### src/hdl/sst_pkg.sv
// Package for the seek steering tick unit: fixed-point helpers, sequencer states
// and the control group of the shared divide/square-root unit. No dependencies.
package sst_pkg;

  localparam int unsigned CfgWidth   = 24;
  localparam int unsigned CfgIdxW    = 2;
  localparam logic [CfgIdxW-1:0] CFG_MAX_SPEED = 2'd0;
  localparam logic [CfgIdxW-1:0] CFG_MAX_FORCE = 2'd1;
  localparam logic [CfgWidth-1:0] MaxSpeedReset = 24'd6553600;
  localparam logic [CfgWidth-1:0] MaxForceReset = 24'd6554;
  localparam logic signed [31:0] SpeedYReset    = 32'sd983040;

  localparam int unsigned NumStates = 21;

  // Sequencer states, one-hot.
  typedef enum logic [NumStates-1:0] {
    ST_IDLE   = 21'd1 << 0,
    ST_ACC    = 21'd1 << 1,
    ST_VEL    = 21'd1 << 2,
    ST_SQX    = 21'd1 << 3,
    ST_SQY    = 21'd1 << 4,
    ST_SQS    = 21'd1 << 5,
    ST_CMP    = 21'd1 << 6,
    ST_SQRTGO = 21'd1 << 7,
    ST_SQRTW  = 21'd1 << 8,
    ST_MX     = 21'd1 << 9,
    ST_DXGO   = 21'd1 << 10,
    ST_DXW    = 21'd1 << 11,
    ST_MY     = 21'd1 << 12,
    ST_DYGO   = 21'd1 << 13,
    ST_DYW    = 21'd1 << 14,
    ST_VDONE  = 21'd1 << 15,
    ST_PX     = 21'd1 << 16,
    ST_PY     = 21'd1 << 17,
    ST_PDY    = 21'd1 << 18,
    ST_DIFF   = 21'd1 << 19,
    ST_OUT    = 21'd1 << 20
  } state_t;

  // Which vector the shared limit/rescale sequence is working on.
  typedef enum logic [1:0] {
    VM_SPEED = 2'd0,
    VM_DIR   = 2'd1,
    VM_FORCE = 2'd2
  } vec_mode_t;

  // Control group to the iterative divide/square-root unit.
  typedef struct packed {
    logic start;
    logic is_sqrt;
  } iter_ctrl_t;

  // Saturating signed 32-bit add and subtract.
  function automatic logic signed [31:0] sat_add(input logic signed [31:0] a,
                                                 input logic signed [31:0] b);
    logic signed [32:0] s;
    s = 33'(a) + 33'(b);
    if (s[32] != s[31]) return s[32] ? 32'sh8000_0000 : 32'sh7FFF_FFFF;
    return s[31:0];
  endfunction

  function automatic logic signed [31:0] sat_sub(input logic signed [31:0] a,
                                                 input logic signed [31:0] b);
    logic signed [32:0] s;
    s = 33'(a) - 33'(b);
    if (s[32] != s[31]) return s[32] ? 32'sh8000_0000 : 32'sh7FFF_FFFF;
    return s[31:0];
  endfunction

  // Magnitude as unsigned; the most negative value maps to 2^31.
  function automatic logic [31:0] mag(input logic signed [31:0] v);
    return v[31] ? 32'(-v) : 32'(v);
  endfunction

  // Apply the sign of r to a magnitude below 2^31.
  function automatic logic signed [31:0] with_sign(input logic signed [31:0] r,
                                                   input logic [31:0] m);
    return r[31] ? -$signed(m) : $signed(m);
  endfunction

endpackage

### src/hdl/sst_iter.sv
// Shared iterative unit: restoring division (24 quotient bits) or integer
// square root (32 root bits), one bit per cycle. Depends on sst_pkg.
module sst_iter import sst_pkg::*; (
  input  logic        clk,
  input  logic        rst,
  input  iter_ctrl_t  ctrl,
  input  logic [63:0] opa,
  input  logic [31:0] opb,
  output logic        done,
  output logic [31:0] res
);

  logic        busy;
  logic        is_sqrt;
  logic [4:0]  count;
  logic [32:0] rem;
  logic [63:0] src;
  logic [31:0] divisor;
  logic [34:0] rem_sh;
  logic [34:0] trial;
  logic [35:0] diff;
  logic        fits;

  // One shared compare-and-subtract step. The root remainder can reach twice
  // the root, so the remainder carries 33 bits.
  always_comb begin
    if (is_sqrt) begin
      rem_sh = {rem, src[63:62]};
      trial  = {1'b0, res, 2'b01};
    end else begin
      rem_sh = {1'b0, rem, src[63]};
      trial  = {3'b000, divisor};
    end
    diff = {1'b0, rem_sh} - {1'b0, trial};
    fits = !diff[35];
  end

  // Control: busy flag, step count and done pulse.
  always_ff @(posedge clk) begin
    if (rst) begin
      busy <= 1'b0;
      done <= 1'b0;
    end else begin
      done <= 1'b0;
      if (ctrl.start) begin
        busy <= 1'b1;
      end else if (busy && count == 5'd0) begin
        busy <= 1'b0;
        done <= 1'b1;
      end
    end
  end

  // Datapath: a quotient is below 2^24, so division starts 24 bits in.
  always_ff @(posedge clk) begin
    if (ctrl.start) begin
      is_sqrt <= ctrl.is_sqrt;
      divisor <= opb;
      res     <= '0;
      if (ctrl.is_sqrt) begin
        rem   <= '0;
        src   <= opa;
        count <= 5'd31;
      end else begin
        rem   <= {1'b0, opa[55:24]};
        src   <= {opa[23:0], 40'd0};
        count <= 5'd23;
      end
    end else if (busy) begin
      rem   <= fits ? diff[32:0] : rem_sh[32:0];
      res   <= {res[30:0], fits};
      src   <= is_sqrt ? {src[61:0], 2'b00} : {src[62:0], 1'b0};
      count <= count - 5'd1;
    end
  end

  property p_no_start_busy;
    @(posedge clk) disable iff (rst) busy |-> !ctrl.start;
  endproperty
  a_no_start_busy: assert property (p_no_start_busy) else $error("start while busy");

  property p_done_ends;
    @(posedge clk) disable iff (rst) done |-> !busy;
  endproperty
  a_done_ends: assert property (p_done_ends) else $error("done while busy");

  property p_start_busy;
    @(posedge clk) disable iff (rst) ctrl.start |=> busy && !done;
  endproperty
  a_start_busy: assert property (p_start_busy) else $error("start did not take");

endmodule
### config.mk
export PLATFORM = sky130hd
export DESIGN_NAME = sst_iter
export DESIGN_NICKNAME = d
export VERILOG_FILES = /design/src/hdl/sst_pkg.sv /design/src/hdl/sst_iter.sv
export SDC_FILE = /design/constraint.sdc
export NUM_CORES = 1
export LEC_CHECK = 0
export BUFFER_PORTS_ARGS = -buffer_cell sky130_fd_sc_hd__buf_2
export CORE_MARGIN = 2
export CORE_UTILIZATION = 30
export CTS_CLUSTER_DIAMETER = 60
export DETAILED_ROUTE_END_ITERATION = 10
export GPL_ROUTABILITY_DRIVEN = 0
export MAX_ROUTING_LAYER = met4
export PLACE_DENSITY = 0.48
export SETUP_SLACK_MARGIN = 0.1
export SLEW_MARGIN = 5
export SYNTH_ARGS = -nofsm -noshare
export SYNTH_HDL_FRONTEND = slang
export SYNTH_SLANG_ARGS = --single-unit
### constraint.sdc
create_clock -name clk -period 4.9 [get_ports clk]
set_input_delay 0.49 -clock clk [delete_from_list [all_inputs] [get_ports clk]]
set_output_delay 0.49 -clock clk [all_outputs]
set_load 0.05 [all_outputs]
==> run summary <==
Status: finished, final reports clean
Ranking of synthesized cells by area: edfxtp_1 (40%), mux2i_1 (13%), dfxtp_1 (6.7%)
# hold bufs at CTS: 0
Total grt overflow: 0
Die area: 35100 um^2
Final setup fails: 0
Crit end category: flip-flop
Critical Path Start Type: flip-flop
Routed Antenna Nets: 0
Skew final: 0.0150 ns
Post-Synth Simple-Gate Area: 10.0%
CTS root buf: clkbuf_16
Clk buf depth: 2
Rel. slew slack: 27.4%
Gr usage total: 16.1%
Drt via density: 4.96
Overall die width: 187 um
XOR/XNOR share of the synthesized area: 2.69%
CP required: 5.09 ns
Fmax: 0.258 GHz
Gate Count Post-Synth: 947
Post-synthesis compound-gate area fraction: 15.1%
Global-route wire length before repair: 42700 um
Commonest cells in the netlist: mux2i_1 (136), edfxtp_1 (135), nand2_1 (84)
CTS tree: done
Final worst slack: 1.03 ns
Number of synthesized flops with an enable pin: 135
Starting density of the core: 30.3%
Chip height: 187 um
Pre-CTS setup slack: 1.07 ns
Async set-reset flop share out of synthesis: 0%
Largest net degree at the start of global routing: 104
Num ports: 133
Synth Cell Area: 10100 um^2
Syn_area_per_cell: 10.6 um^2
Final min period: 3.87 ns
CP startpoint: is_sqrt
Unrepaired setup endpoints after global routing: false
Clock tree sinks: 169
Critical Path Most Common Cell: buf_12
Warnings, synthesis: 0
Hpwl dp: 19300 um
Crit path kind: flip-flop to flip-flop
Drt total wl: 27300 um
Total number of vias: 7476
Hold WC Path Type: primary input to flip-flop
Cells along the critical path: buf_12 > mux2_2 > ha_1 > a21o_1 > a211o_1 > o21ai_2 > nand3_2 > a211oi_2 > o31ai_4 > buf_12 > nor2_1 > a21oi_1 > a22o_1
Max-cap violations: 0
Fin cells: 1506
Arrival time at the worst endpoint: 4.06 ns
Post-synthesis adder-cell area fraction: 4.54%
Pwr/cell area: 533 nW/um^2
Yosys cell types: 59
Mux cell area share after synthesis: 17.2%
Fill cells: 3428
Post-CTS sizing: 0
Placement Rows: 67
Synth Net Count: 1083
Setup_tns: 0 ns
Vias in the first global route: 7400
Clk_lat worst skew: 0.44 ns
Register area share after synthesis: 46.9%
Post-CTS Setup Inserts: 0
Total core area: 33300 um^2
Initial DRT Pass Iterations: 5
Reg-to-reg endpoint: rem[7]
Pleak: 4.78 nW
H-tree levels: 4
Initial antenna violation count: 0
Final Hold Fails: 0
Area share of the largest cell type after synthesis: 40.2%
R2R Setup Slk: 1.03 ns
Clk slew on worst S/H paths: 0.08 ns
Port bufs: 132
Seq cells post-synth: 169
Max FO, Critical Path: 47
Crit share post-route: 79.1%
Main flop type after synthesis: edfxtp_1
CTS buffer count: 17
Largest family of logic cells by synthesized area: multiplexers
CP max-delay cell: edfxtp_1
R2R cell count: 13
Max Slew Vio Count: 0
Count leader, synth: mux2i_1
DRC: 0
Area leader, netlist: edfxtp_1
Crit-path max cell delay: 0.44 ns
Peak supply drop: 291 uV
CP endpoint: rem[7]
Diode count: 0
Final nets: 1181
WL per Instance: 18.2 um
Slew @ Worst Pin: 1.09 ns
Iter 0 DRT Violations: 597
DP Cell Count: 1474
Share of layout cells above drive strength 1: 21.9%
Area growth, synth to finish: 16.6%
R2R Path Start: is_sqrt
[through the flow]
step / utilization (%) / instance area, um^2 / total power [mW] / hold slack (ns)
floorplan: - / 10100 / 4.21 / 0.536
global placement: 33.5 / 11200 / 4.87 / 0.532
detailed placement: 33.5 / 11200 / 4.88 / 0.535
CTS: 35.3 / 11800 / 6.34 / 0.176
global route: 35.3 / 11800 / 6.72 / 0.185
finish: 35.3 / 11800 / 6.28 / 0.206
[power by group]
part | switching (mW) | internal [mW] | total (mW)
combinational | 1.65 | 1.20 | 2.85
clock | 0.659 | 0.775 | 1.43
sequential | 0.123 | 1.86 | 1.99
[area by class of cell]
| class | count | area (um^2) | area share (%) |
|---|---|---|---|
| Multi-Input combinational cell | 697 | 5000 | 42.5 |
| Sequential cell | 169 | 4740 | 40.3 |
| Timing Repair Buffer | 145 | 802 | 6.82 |
| Tap cell | 448 | 561 | 4.77 |
| Clock buffer | 17 | 425 | 3.62 |
| Clock inverter | 15 | 178 | 1.51 |
| Inverter | 15 | 56.3 | 0.479 |
[worst min path at each step]
stage | depth (start not counted) | slack (ns) | start | endpoint
final | 2 | 0.21 | rst | busy
after global routing | 2 | 0.19 | rst | busy
after CTS | 2 | 0.18 | rst | busy
after detailed placement | 2 | 0.54 | res[20] | res[20]
after global placement | 2 | 0.53 | res[5] | res[5]
after floorplan | 2 | 0.54 | count[4] | done
[worst max-delay path: cells and delay by family, from the launching register on]
kind / cells / cell delay [ns]
compound gates: 7 / 1.54
buf+inv: 2 / 0.50
flops: 1 / 0.44
mux: 1 / 0.39
fa+ha+maj: 1 / 0.38
simple gates: 2 / 0.29
[routing by layer]
layer	track usage [%]	vias to the layer above	wire length, um
li1	-	3725	-
met1	21.2	3603	13000
met2	26.1	135	13300
met3	2.66	13	886
met4	3.45	0	183
met5	-	-	0
[cells in the final DEF, fill, tap and decap left out, types with 3 or more instances in the layout]
| master | synthesis | layout |
|---|---|---|
| mux2i_1 | 136 | 136 |
| a31oi_1 | 6 | 6 |
| mux2_2 | 33 | 33 |
| xor2_1 | 9 | 9 |
| nor3b_2 | 4 | 4 |
| edfxtp_1 | 135 | 135 |
| a21o_1 | 13 | 13 |
| a22oi_1 | 3 | 3 |
| ha_1 | 35 | 35 |
| inv_6 | 0 | 6 |
| buf_4 | 1 | 10 |
| o21ai_1 | 20 | 20 |
| buf_12 | 0 | 3 |
| o21a_1 | 3 | 3 |
| o21ai_0 | 54 | 54 |
| inv_1 | 14 | 14 |
| xnor2_1 | 22 | 22 |
| a211oi_1 | 26 | 26 |
| a22o_1 | 11 | 11 |
| nand2b_1 | 5 | 5 |
| nand2_1 | 84 | 84 |
| nor2b_1 | 24 | 24 |
| a21oi_1 | 76 | 76 |
| o211ai_1 | 5 | 5 |
| nor2_1 | 58 | 56 |
| o21bai_1 | 5 | 5 |
| nand3_1 | 15 | 15 |
| clkbuf_16 | 0 | 17 |
| buf_2 | 17 | 131 |
| inv_8 | 0 | 4 |
| o31ai_1 | 3 | 3 |
| nor3_1 | 4 | 4 |
| dfxtp_1 | 34 | 33 |
| nand4_1 | 10 | 10 |
[cells by family after synthesis]
logic type      count (synthesis)
compound gates                245
xor+xnor                       31
fa+ha+maj                      36
buf+inv                        81
flops                         169
mux                           169
simple gates                  216
[registers in the layout, indices dropped and copies added, names as in the netlist]
name     cells
src         64
res         32
divisor     32
count        5
busy         1
done         1
is_sqrt      1
rem         33
(Power assumes the default switching activity.)
